File: config.mk
export PLATFORM = sky130hd
export DESIGN_NAME = bpfq_front
export DESIGN_NICKNAME = d
export VERILOG_FILES = /design/src/bpfq_pkg.sv /design/src/bpfq_front.sv
export SDC_FILE = /design/constraint.sdc
export NUM_CORES = 1
export LEC_CHECK = 0
export BUFFER_PORTS_ARGS = -buffer_cell sky130_fd_sc_hd__clkbuf_2
export CAP_MARGIN = 15
export CORE_UTILIZATION = 39
export CTS_CLUSTER_SIZE = 8
export DETAILED_ROUTE_END_ITERATION = 8
export PLACE_DENSITY_LB_ADDON = 0.15
export SYNTH_ARGS = -nofsm -noshare
export SYNTH_HDL_FRONTEND = slang
export SYNTH_SLANG_ARGS = --single-unit
File: constraint.sdc
create_clock -name clk_i -period 2.6 [get_ports clk_i]
set_clock_uncertainty 0.2 [all_clocks]
set_input_delay 0.39 -clock clk_i [delete_from_list [all_inputs] [get_ports clk_i]]
set_output_delay 0.39 -clock clk_i [all_outputs]
set_load 0.005 [all_outputs]
File: src/bpfq_pkg.sv
package bpfq_pkg;

  localparam int QUEUE_DEPTH = 16;
  localparam int MAX_PACKET  = 64;
  localparam int NSLOT       = QUEUE_DEPTH + 1;
  localparam int SLOT_W      = $clog2(NSLOT);
  localparam int IDX_W       = $clog2(MAX_PACKET);
  localparam int LEN_W       = $clog2(MAX_PACKET + 1);
  localparam int CNT_W       = $clog2(QUEUE_DEPTH + 1);
  localparam int STORE_DEPTH = NSLOT * MAX_PACKET;
  localparam int ADDR_W      = $clog2(STORE_DEPTH);

  localparam int CMDQ_DEPTH  = 4;
  localparam int CMDQ_PTR_W  = $clog2(CMDQ_DEPTH);
  localparam int CMDQ_CNT_W  = $clog2(CMDQ_DEPTH + 1);

  localparam int CFG_IDX_W   = 3;
  localparam int CFG_DATA_W  = 8;

  typedef logic [CFG_IDX_W-1:0] cfg_idx_t;
  localparam cfg_idx_t REG_FIXED_MODE     = 3'd0;
  localparam cfg_idx_t REG_DELIMITER_BYTE = 3'd1;
  localparam cfg_idx_t REG_PACKET_LENGTH  = 3'd2;
  localparam cfg_idx_t REG_QUEUE_LIMIT    = 3'd3;

  localparam logic       RST_FIXED_MODE     = 1'b0;
  localparam logic [7:0] RST_DELIMITER_BYTE = 8'd10;
  localparam logic [6:0] RST_PACKET_LENGTH  = 7'd9;
  localparam logic [4:0] RST_QUEUE_LIMIT    = 5'd16;

  localparam logic OP_RX  = 1'b0;
  localparam logic OP_POP = 1'b1;

  typedef logic [1:0] status_t;
  localparam status_t STAT_BYTE     = 2'd0;
  localparam status_t STAT_EMPTY    = 2'd1;
  localparam status_t STAT_ZERO_LEN = 2'd2;

  typedef struct packed {
    logic       operation;
    logic [7:0] rx_byte;
  } item_t;

  typedef struct packed {
    logic [7:0]       data_byte;
    logic             last;
    status_t          status;
    logic             truncated;
    logic [CNT_W-1:0] packets_waiting;
  } result_t;

  typedef struct packed {
    logic       fixed_mode;
    logic [7:0] delimiter_byte;
    logic [6:0] packet_length;
    logic [4:0] queue_limit;
  } cfg_t;

  // classified command handed from front to back
  typedef struct packed {
    logic       pop;
    logic       is_delim;
    logic [7:0] data;
  } cmd_t;

endpackage

File: src/bpfq_front.sv
module bpfq_front import bpfq_pkg::*; (
  input  logic       clk_i,
  input  logic       rst_ni,
  input  logic       start_i,
  input  item_t      item_i,
  input  logic [7:0] delimiter_i,
  output logic       busy_o,
  output logic       cmd_valid_o,
  output cmd_t       cmd_o,
  input  logic       cmd_take_i
);

  cmd_t                  cmdq_mem [CMDQ_DEPTH];
  logic [CMDQ_PTR_W-1:0] wr_ptr_q, wr_ptr_d;
  logic [CMDQ_PTR_W-1:0] rd_ptr_q, rd_ptr_d;
  logic [CMDQ_CNT_W-1:0] cnt_q, cnt_d;
  logic                  full, push, pop;
  cmd_t                  new_cmd;

  function automatic logic [CMDQ_PTR_W-1:0] ptr_inc(input logic [CMDQ_PTR_W-1:0] p);
    ptr_inc = (p == CMDQ_PTR_W'(CMDQ_DEPTH - 1)) ? '0 : p + CMDQ_PTR_W'(1);
  endfunction

  assign full        = (cnt_q == CMDQ_CNT_W'(CMDQ_DEPTH));
  assign busy_o      = full;
  assign push        = start_i && !full;
  assign cmd_valid_o = (cnt_q != '0);
  assign pop         = cmd_take_i && cmd_valid_o;
  assign cmd_o       = cmdq_mem[rd_ptr_q];

  // delimiter compare done here so the back end only sees a flag
  always_comb begin
    new_cmd.pop      = (item_i.operation == OP_POP);
    new_cmd.is_delim = (item_i.rx_byte == delimiter_i);
    new_cmd.data     = item_i.rx_byte;
  end

  always_comb begin
    wr_ptr_d = push ? ptr_inc(wr_ptr_q) : wr_ptr_q;
    rd_ptr_d = pop ? ptr_inc(rd_ptr_q) : rd_ptr_q;
    cnt_d    = cnt_q;
    if (push && !pop) begin
      cnt_d = cnt_q + CMDQ_CNT_W'(1);
    end else if (pop && !push) begin
      cnt_d = cnt_q - CMDQ_CNT_W'(1);
    end
  end

  always_ff @(posedge clk_i or negedge rst_ni) begin
    if (!rst_ni) begin
      wr_ptr_q <= '0;
      rd_ptr_q <= '0;
      cnt_q    <= '0;
    end else begin
      wr_ptr_q <= wr_ptr_d;
      rd_ptr_q <= rd_ptr_d;
      cnt_q    <= cnt_d;
    end
  end

  always_ff @(posedge clk_i) begin
    if (push) begin
      cmdq_mem[wr_ptr_q] <= new_cmd;
    end
  end

endmodule

==> impl_metrics.csv, run 1 <==
group,metric,value,unit
synthesis,synth_cell_types,21,
setup_path,startpoint,"rd_ptr_q[0]",
synthesis,netlist.area_leader.share,60.1,%
global_routing,grt_pass1_wl,4760,um
sta,holdWs,132,ps
drt,dr.pass1.iters,4,
sta,finalCritPeriodShare,95.3,%
setup_path,worstPathMaxFanout,13,
clock_network,clk_latency,290,ps
clock_network,htreeDepth,2,
setup_path,endpoint_kind,"primary output",
sta,timing.fmax,0.404,GHz
synthesis,synth_warnings,0,
synthesis,synth-seq-cells,47,
worst_hold_path,min_path_type,"in -> reg",
clock_network,clockRootBuffer,"clkbuf_8",
sta,setup_viol,0,
final_layout,num_antenna_cells,0,
sta,finalCriticalPeriod,2480,ps
global_routing,grt-ovfl-total,0,
sta,max_slew_margin,48.2,%
power,p_leak,0.854,nW
synthesis,syn_nets,128,
sta,rsz0062_at_grt,"no",
final_layout,fillers,442,
synthesis,synth_common_cells,"40 x edfxtp_1, 10 x mux4_2, 9 x xnor2_1, 7 x dfrtp_1, 6 x ha_1",
final_layout,drive_gt1_share,42.8,%
place,dp_hpwl,2210,um
place,dp.cells,196,
synthesis,async_reset_ff_share,14.9,%
drt,initialDrtViolationCount,46,
run,max_cap_violations,0,
global_routing,antenna_found_initial,0,
drt,ant_nets,0,
setup_path,critical_path_class,"reg -> out",
global_routing,grt_pass1_vias,924,
power,p_per_area,993,nW/um^2
floorplanning,start_util,41.5,%
synthesis,syn_area,2000,sq um
floorplanning,fp.dieArea,5420,sq um
drt,dr_total_vias,946,
setup_path,r2r-start,"cnt_q[0]",
synthesis,syn_area_per_cell,20.0,sq um
synthesis,netlist_top_cells_area,"edfxtp_1 60%, mux4_2 11%, dfrtp_1 8.8%",
clock_network,clock_path_buffers,2,
clock_network,cts_made_buffers,5,
floorplanning,num_rows,25,
worst_hold_path,hold_depth,1,
clock_network,post_cts_resized,0,
synthesis,synth-seq-area-share,68.8,%
setup_path,reg2reg_setup_slack,290,ps
synthesis,synth_edf_count,40,
final_layout,multi_input_comb_area,588,sq um
power,total_power,2.30,mW
place,gp_congestion,0.680,
synthesis,yosys.area.top_type,"edfxtp_1",
final_layout,nets,165,
setup_path,r2r-end,"cnt_q[2]",
sta,hold_violations,0,
floorplanning,die_h,73.6,um
final_layout,layoutNonFillerInstCount,205,
global_routing,grt_max_degree,15,
final_layout,area_growth_syn_to_layout,15.7,%
worst_hold_path,hp-start,"item_i[8]",
sta,finalMaxSlewViolations,0,
sta,tns,0,ps
global_routing,track_usage,12.6,%
clock_network,cts.sinks,47,
drt,totalWireLength,3180,um
place,numPortBuffers,32,
setup_path,crit_required,2010,ps
floorplanning,fp.coreArea,4820,sq um
worst_hold_path,holdPathEnd,"cmdq_mem[3][9]",
setup_path,r2r_cells,8,
clock_network,cts_tree,"done",
setup_path,worst_ep_arrival_time,1890,ps
floorplanning,die_x,73.6,um
final_layout,regArea,1380,sq um
setup_path,startpoint_type,"flop",
clock_network,clk_pin_slew_worst_paths,80,ps
drt,drt-wirelength-per-cell,15.5,um
outcome,status,"finished clean",
power,ir_worst_vdd,0.532,mV
synthesis,synth-main-ff-cell,"edfxtp_1",
synthesis,synth.most_common_cell,"edfxtp_1",
sta,tightest_slew,777,ps
floorplanning,io_pins,33,
drt,viasPerCell,4.61,
synthesis,synthCells,100,
drt,drc,0,
## layer usage
layer	up-vias	part of all wire, %	global-route usage, %
li1	456	-	-
met1	466	46	17.1
met2	22	48	19.5
met3	2	4.8	4.25
met4	0	0.41	3.21
met5	-	0	0
## where the power goes
part / leakage (nW) / internal, mW / switching (mW)
Combinational: 0.363 / 0.414 / 0.283
Sequential: 0.452 / 1.01 / 0.181
Clock: 0.0392 / 0.183 / 0.227
Total: 0.854 / 1.61 / 0.691
## worst max-delay path: stages (launching register included)
cell and delay (ps):
dfrtp_1 850, mux4_2 620, clkbuf_2 130
## cell families (layout without fill, tap and decap cells)
logic type / count (synthesis) / in the layout / share of synthesized area (%)
DFF: 47 / 47 / 68.8
xor gates and xnor gates: 11 / 11 / 4.82
and+or+nand+nor: 14 / 14 / 5.38
adders and majority gates: 7 / 7 / 4.76
buffers and inverters: 6 / 44 / 1.75
muxes: 15 / 15 / 14.5
## layout by cell type (no fill, tap or decap), types with 3 or more instances in the layout
cell | synthesis | final
xnor2_1 | 9 | 9
and2_2 | 4 | 4
dfrtp_1 | 7 | 7
mux4_2 | 10 | 10
clkbuf_2 | 0 | 32
ha_1 | 6 | 6
nor2_1 | 4 | 4
clkbuf_8 | 0 | 5
inv_1 | 3 | 3
edfxtp_1 | 40 | 40
## registers in the layout, summed over array words and instances, names as in the netlist
signal and cells:
wr_ptr_q 2, cmdq_mem 40, rd_ptr_q 2, cnt_q 3
## final cells by class
cell class / instances / area share, %
timing repair buffer: 33 / 7.36
inverter: 3 / 0.487
multi-input combinational: 47 / 25.4
tap: 67 / 3.62
sequential: 47 / 59.5
clock inverter: 3 / 0.649
clock buffer: 5 / 2.97
## what timing repair did
item                      CTS  global route
setup buffers               0             0
hold buffers                1             0
hold endpoints to repair    7             0
## how the worst max path moves through the flow
stage | to | slack (ps) | cells after the start
after CTS | cmd_o[0] | 80 | 2
after global placement | cnt_q[2] | 390 | 8
after global routing | cmd_o[0] | 10 | 2
final | cmd_o[0] | 120 | 2
after floorplan | cnt_q[2] | 420 | 8
after detailed placement | cnt_q[2] | 300 | 8
## per-stage QoR
| stage | utilization, % | setup WS (ps) | cell area (sq um) |
|---|---|---|---|
| floorplan | - | 416 | 2000 |
| CTS | 48.0 | 76.0 | 2310 |
| global placement | 46.1 | 393 | 2220 |
| global route | 48.0 | 10.7 | 2310 |
| detailed placement | 46.1 | 298 | 2220 |
| finish | 48.0 | 123 | 2310 |
Note: power is estimated with default switching activity, not from simulation.
==> run 2: changes to the inputs <==
==> constraint.sdc (replaced) <==
create_clock -name clk_i -period 2.6 [get_ports clk_i]
set_clock_uncertainty 0.2 [all_clocks]
set_input_delay 0.13 -clock clk_i [delete_from_list [all_inputs] [get_ports clk_i]]
set_output_delay 0.13 -clock clk_i [all_outputs]
set_load 0.005 [all_outputs]
==> impl_metrics.csv, run 2 (synthesized netlist as in run 1, its figures left out) <==
group,metric,value,unit
sta,tightest_slew,741,ps
setup_path,worstPathMaxFanout,4,
sta,finalCritPeriodShare,91.2,%
sta,finalMaxSlewViolations,0,
final_layout,fillers,425,
final_layout,multi_input_comb_area,588,sq um
setup_path,crit_slowest_cell,"dfrtp_1",
sta,setup_viol,0,
setup_path,max_stage_delay,480,ps
clock_network,clock_path_buffers,2,
final_layout,nets,175,
sta,timing.fmax,0.422,GHz
setup_path,crit_chain,"or3_4, nand2_4, ha_1, inv_1, fa_1, xor2_1, nor2_1, xor2_1",
drt,viasPerCell,4.81,
power,total_power,2.34,mW
final_layout,drive_gt1_share,39.9,%
drt,totalWireLength,3560,um
drt,dr.pass1.iters,4,
clock_network,cts.sinks,47,
setup_path,startpoint_type,"flop",
clock_network,post_cts_resized,0,
global_routing,antenna_found_initial,0,
sta,hold_violations,0,
clock_network,clk_pin_slew_worst_paths,80,ps
floorplanning,fp.dieArea,5420,sq um
floorplanning,die_x,73.6,um
global_routing,track_usage,15.1,%
global_routing,grt_max_degree,15,
place,gp_congestion,0.663,
setup_path,critical_path_class,"reg -> reg",
global_routing,grt_pass1_wl,5630,um
sta,holdWs,6.79,ps
sta,max_slew_margin,50.6,%
setup_path,cpMostUsedCell,"xor2_1",
sta,rsz0062_at_grt,"no",
floorplanning,start_util,41.5,%
clock_network,post_cts_buffers,0,
floorplanning,fp.coreArea,4820,sq um
final_layout,final_util,50.1,%
setup_path,worst_ep_arrival_time,2390,ps
drt,met1Wirelength,1450,um
floorplanning,io_pins,33,
drt,initialDrtViolationCount,39,
final_layout,largest_register,"cmdq_mem",
global_routing,grt-ovfl-total,0,
sta,finalCriticalPeriod,2370,ps
final_layout,largest_reg_flops,40,
clock_network,clockRootBuffer,"clkbuf_8",
floorplanning,num_rows,25,
drt,route.met2.wl,1890,um
setup_path,r2r_cells,8,
setup_path,crit_buf_inv,1,
floorplanning,die_h,73.6,um
drt,drt-wirelength-per-cell,16.5,um
power,p_per_area,970,nW/um^2
power,ir_worst_vdd,0.385,mV
setup_path,r2r-end,"cnt_q[2]",
setup_path,crit_required,2620,ps
power,p_leak,0.896,nW
final_layout,area_growth_syn_to_layout,20.7,%
setup_path,crit_family,"simple AND/OR/NAND/NOR gates",
clock_network,cts_tree,"done",
sta,tns,0,ps
outcome,status,"finished clean",
final_layout,top_regs,"cmdq_mem (40), cnt_q (3)",
drt,top_layer_used,"met4",
worst_hold_path,min_path_type,"in -> async",
drt,ant_nets,0,
global_routing,grt_pass1_vias,1110,
drt,drc,0,
place,numPortBuffers,32,
final_layout,num_antenna_cells,0,
drt,dr_total_vias,1035,
setup_path,r2r-start,"cnt_q[0]",
clock_network,htreeDepth,2,
drt,wl_met3,170,um
final_layout,regArea,1380,sq um
final_layout,mostFrequentLayoutCells,"40 x edfxtp_1, 32 x clkbuf_2, 11 x dlygate4sd3_1, 10 x mux4_2, 9 x xnor2_1",
run,max_cap_violations,0,
final_layout,final_common_cell,"edfxtp_1",
setup_path,endpoint_kind,"flop",
clock_network,postCtsHoldBufs,11,
setup_path,reg2reg_setup_slack,230,ps
clock_network,clk_latency,290,ps
clock_network,cts_made_buffers,5,
## run 2: cell count changes in the layout (fill, tap and decap cells not counted), sizes merged
cell,change
dlygate4sd3,+10
## run 2: area by class of cell
class / instances / area share [%]
tap: 67 / 3.47
sequential: 47 / 57.0
clock inverter: 3 / 0.622
clock buffer: 5 / 2.85
inverter: 3 / 0.467
timing repair buffer: 43 / 11.2
multi-input combinational: 47 / 24.4
## run 2: worst max-delay path by stage
| stage | startpoint | end | depth (start not counted) |
|---|---|---|---|
| floorplan | cnt_q[1] | cnt_q[2] | 8 |
| global placement | cnt_q[1] | cnt_q[2] | 8 |
| detailed placement | cnt_q[0] | cnt_q[2] | 8 |
| CTS | cnt_q[0] | cnt_q[2] | 8 |
| global route | cnt_q[0] | cnt_q[2] | 8 |
| finish | cnt_q[0] | cnt_q[2] | 8 |
## run 2: routing by layer
metal  GRT usage (%)  up-vias
met5               0        -
met4            5.13        0
met3            5.35        4
met2            25.8       30
met1            17.7      527
li1                -      474
## run 2: metrics by stage
stage,std cells,setup slack [ps],cell area [sq um]
final,215,229,2410
after floorplan,100,416,2000
after global routing,215,124,2410
after detailed placement,196,242,2220
after global placement,196,381,2220
after CTS,215,213,2410
## run 2: power breakdown
part / switching, mW / leakage (nW) / internal, mW
clock: 0.236 / 0.0392 / 0.183
sequential: 0.178 / 0.452 / 1.01
combinational: 0.304 / 0.405 / 0.429
==> run 3: changes to the inputs <==
- CORE_UTILIZATION: 39 -> 55
==> impl_metrics.csv, run 3 (synthesized netlist as in run 1, its figures left out) <==
group,metric,value,unit
clock_network,cts_made_buffers,5,
drt,viasPerCell,5.18,
setup_path,reg2reg_setup_slack,290,ps
global_routing,antenna_found_initial,0,
final_layout,drive_gt1_share,39.9,%
final_layout,num_antenna_cells,0,
final_layout,mostFrequentLayoutCells,"40 x edfxtp_1, 32 x clkbuf_2, 12 x dlygate4sd3_1, 10 x mux4_2, 9 x xnor2_1",
sta,max_slew_margin,50.5,%
drt,dr_total_vias,1004,
power,p_leak,0.889,nW
sta,finalCritPeriodShare,89.0,%
setup_path,endpoint_kind,"flop",
drt,wl_met3,112,um
place,numPortBuffers,32,
run,max_cap_violations,0,
final_layout,largest_register,"cmdq_mem",
clock_network,htreeDepth,2,
setup_path,critical_path_class,"reg -> reg",
floorplanning,start_util,58.5,%
worst_hold_path,holdPathEnd,"cmdq_mem[3][8]",
global_routing,grt_pass1_vias,1097,
drt,drc,0,
place,dp_hpwl,2050,um
clock_network,clock_path_buffers,2,
sta,finalMaxSlewViolations,0,
clock_network,post_cts_resized,0,
drt,initialDrtViolationCount,27,
place,gp_congestion,0.730,
drt,top_layer_used,"met4",
global_routing,grt-ovfl-total,0,
clock_network,postCtsHoldBufs,12,
worst_hold_path,hold_depth,4,
setup_path,worst_ep_arrival_time,2390,ps
clock_network,cts.sinks,47,
place,pre_cts_slack,307,ps
worst_hold_path,min_path_type,"in -> reg",
floorplanning,num_rows,21,
drt,dr.pass1.iters,4,
sta,timing.fmax,0.432,GHz
clock_network,clk_pin_slew_worst_paths,120,ps
power,ir_worst_vdd,0.637,mV
sta,hold_violations,0,
drt,totalWireLength,3000,um
setup_path,worstPathMaxFanout,4,
sta,finalCriticalPeriod,2310,ps
clock_network,cts_tree,"done",
setup_path,startpoint,"cnt_q[1]",
global_routing,grt_pass1_wl,4970,um
sta,tns,0,ps
clock_network,clockRootBuffer,"clkbuf_4",
outcome,status,"finished clean",
sta,rsz0062_at_grt,"no",
global_routing,grt_max_degree,14,
final_layout,largest_reg_flops,40,
sta,setup_ws,287,ps
drt,drt-wirelength-per-cell,15.5,um
setup_path,r2r-end,"cnt_q[2]",
final_layout,top_regs,"cmdq_mem (40), cnt_q (3)",
floorplanning,fp.dieArea,3880,sq um
floorplanning,fp.coreArea,3420,sq um
clock_network,clk_latency,340,ps
drt,met1Wirelength,1310,um
final_layout,area_growth_syn_to_layout,18.0,%
setup_path,r2r_cells,8,
floorplanning,io_pins,33,
drt,ant_nets,0,
floorplanning,die_x,62.3,um
sta,setup_viol,0,
final_layout,nets,176,
setup_path,r2r-start,"cnt_q[1]",
setup_path,startpoint_type,"flop",
clock_network,post_cts_buffers,0,
worst_hold_path,hp-start,"delimiter_i[7]",
power,p_per_area,928,nW/um^2
floorplanning,die_h,62.3,um
drt,route.met2.wl,1540,um
global_routing,track_usage,17.7,%
sta,tightest_slew,742,ps
final_layout,final_common_cell,"edfxtp_1",
setup_path,crit_required,2680,ps
-- run 3: critical path, cell delays in order, from the launching register on --
cell     delay [ps]
dfrtp_1         460
or3_4           430
nand2_4          90
ha_1            190
inv_1            60
fa_1            380
xor2_1          170
nor2_1          110
xor2_1          150
-- run 3: area by class of cell --
cell class              count  area [sq um]
clock inverters             2          8.76
inverters                   3          11.3
clock buffers               5          37.5
multi-input cells          47           588
repair buffers             44           280
flip-flops and latches     47          1380
fillers                   254          1060
well taps                  46          57.6
-- run 3: how the worst max path moves through the flow --
stage / cells past startpoint / end
finish: 8 / cnt_q[2]
global route: 8 / cnt_q[2]
CTS: 8 / cnt_q[2]
detailed placement: 8 / cnt_q[2]
global placement: 8 / cnt_q[2]
floorplan: 8 / cnt_q[2]
-- run 3: power by group --
group	internal [mW]	switching (mW)	total [mW]
Sequential	1.01	0.170	1.18
Combinational	0.424	0.285	0.710
Clock	0.0962	0.204	0.300
-- run 3: metal layers --
metal	GRT usage (%)	vias up
met1	21.4	497
li1	-	479
met4	6.10	0
met2	30.5	23
met5	0	-
met3	5.15	5
-- run 3: stage by stage --
step	hold slack (ps)	util, %	power, mW	instances	instance area (sq um)
after CTS	42.3	69.1	2.22	194	2360
after floorplan	-366	-	1.67	100	2000
after global routing	66.9	69.1	2.33	194	2360
after detailed placement	-220	64.2	1.91	175	2190
after global placement	-223	64.2	1.89	175	2190
final	56.3	69.1	2.19	194	2360
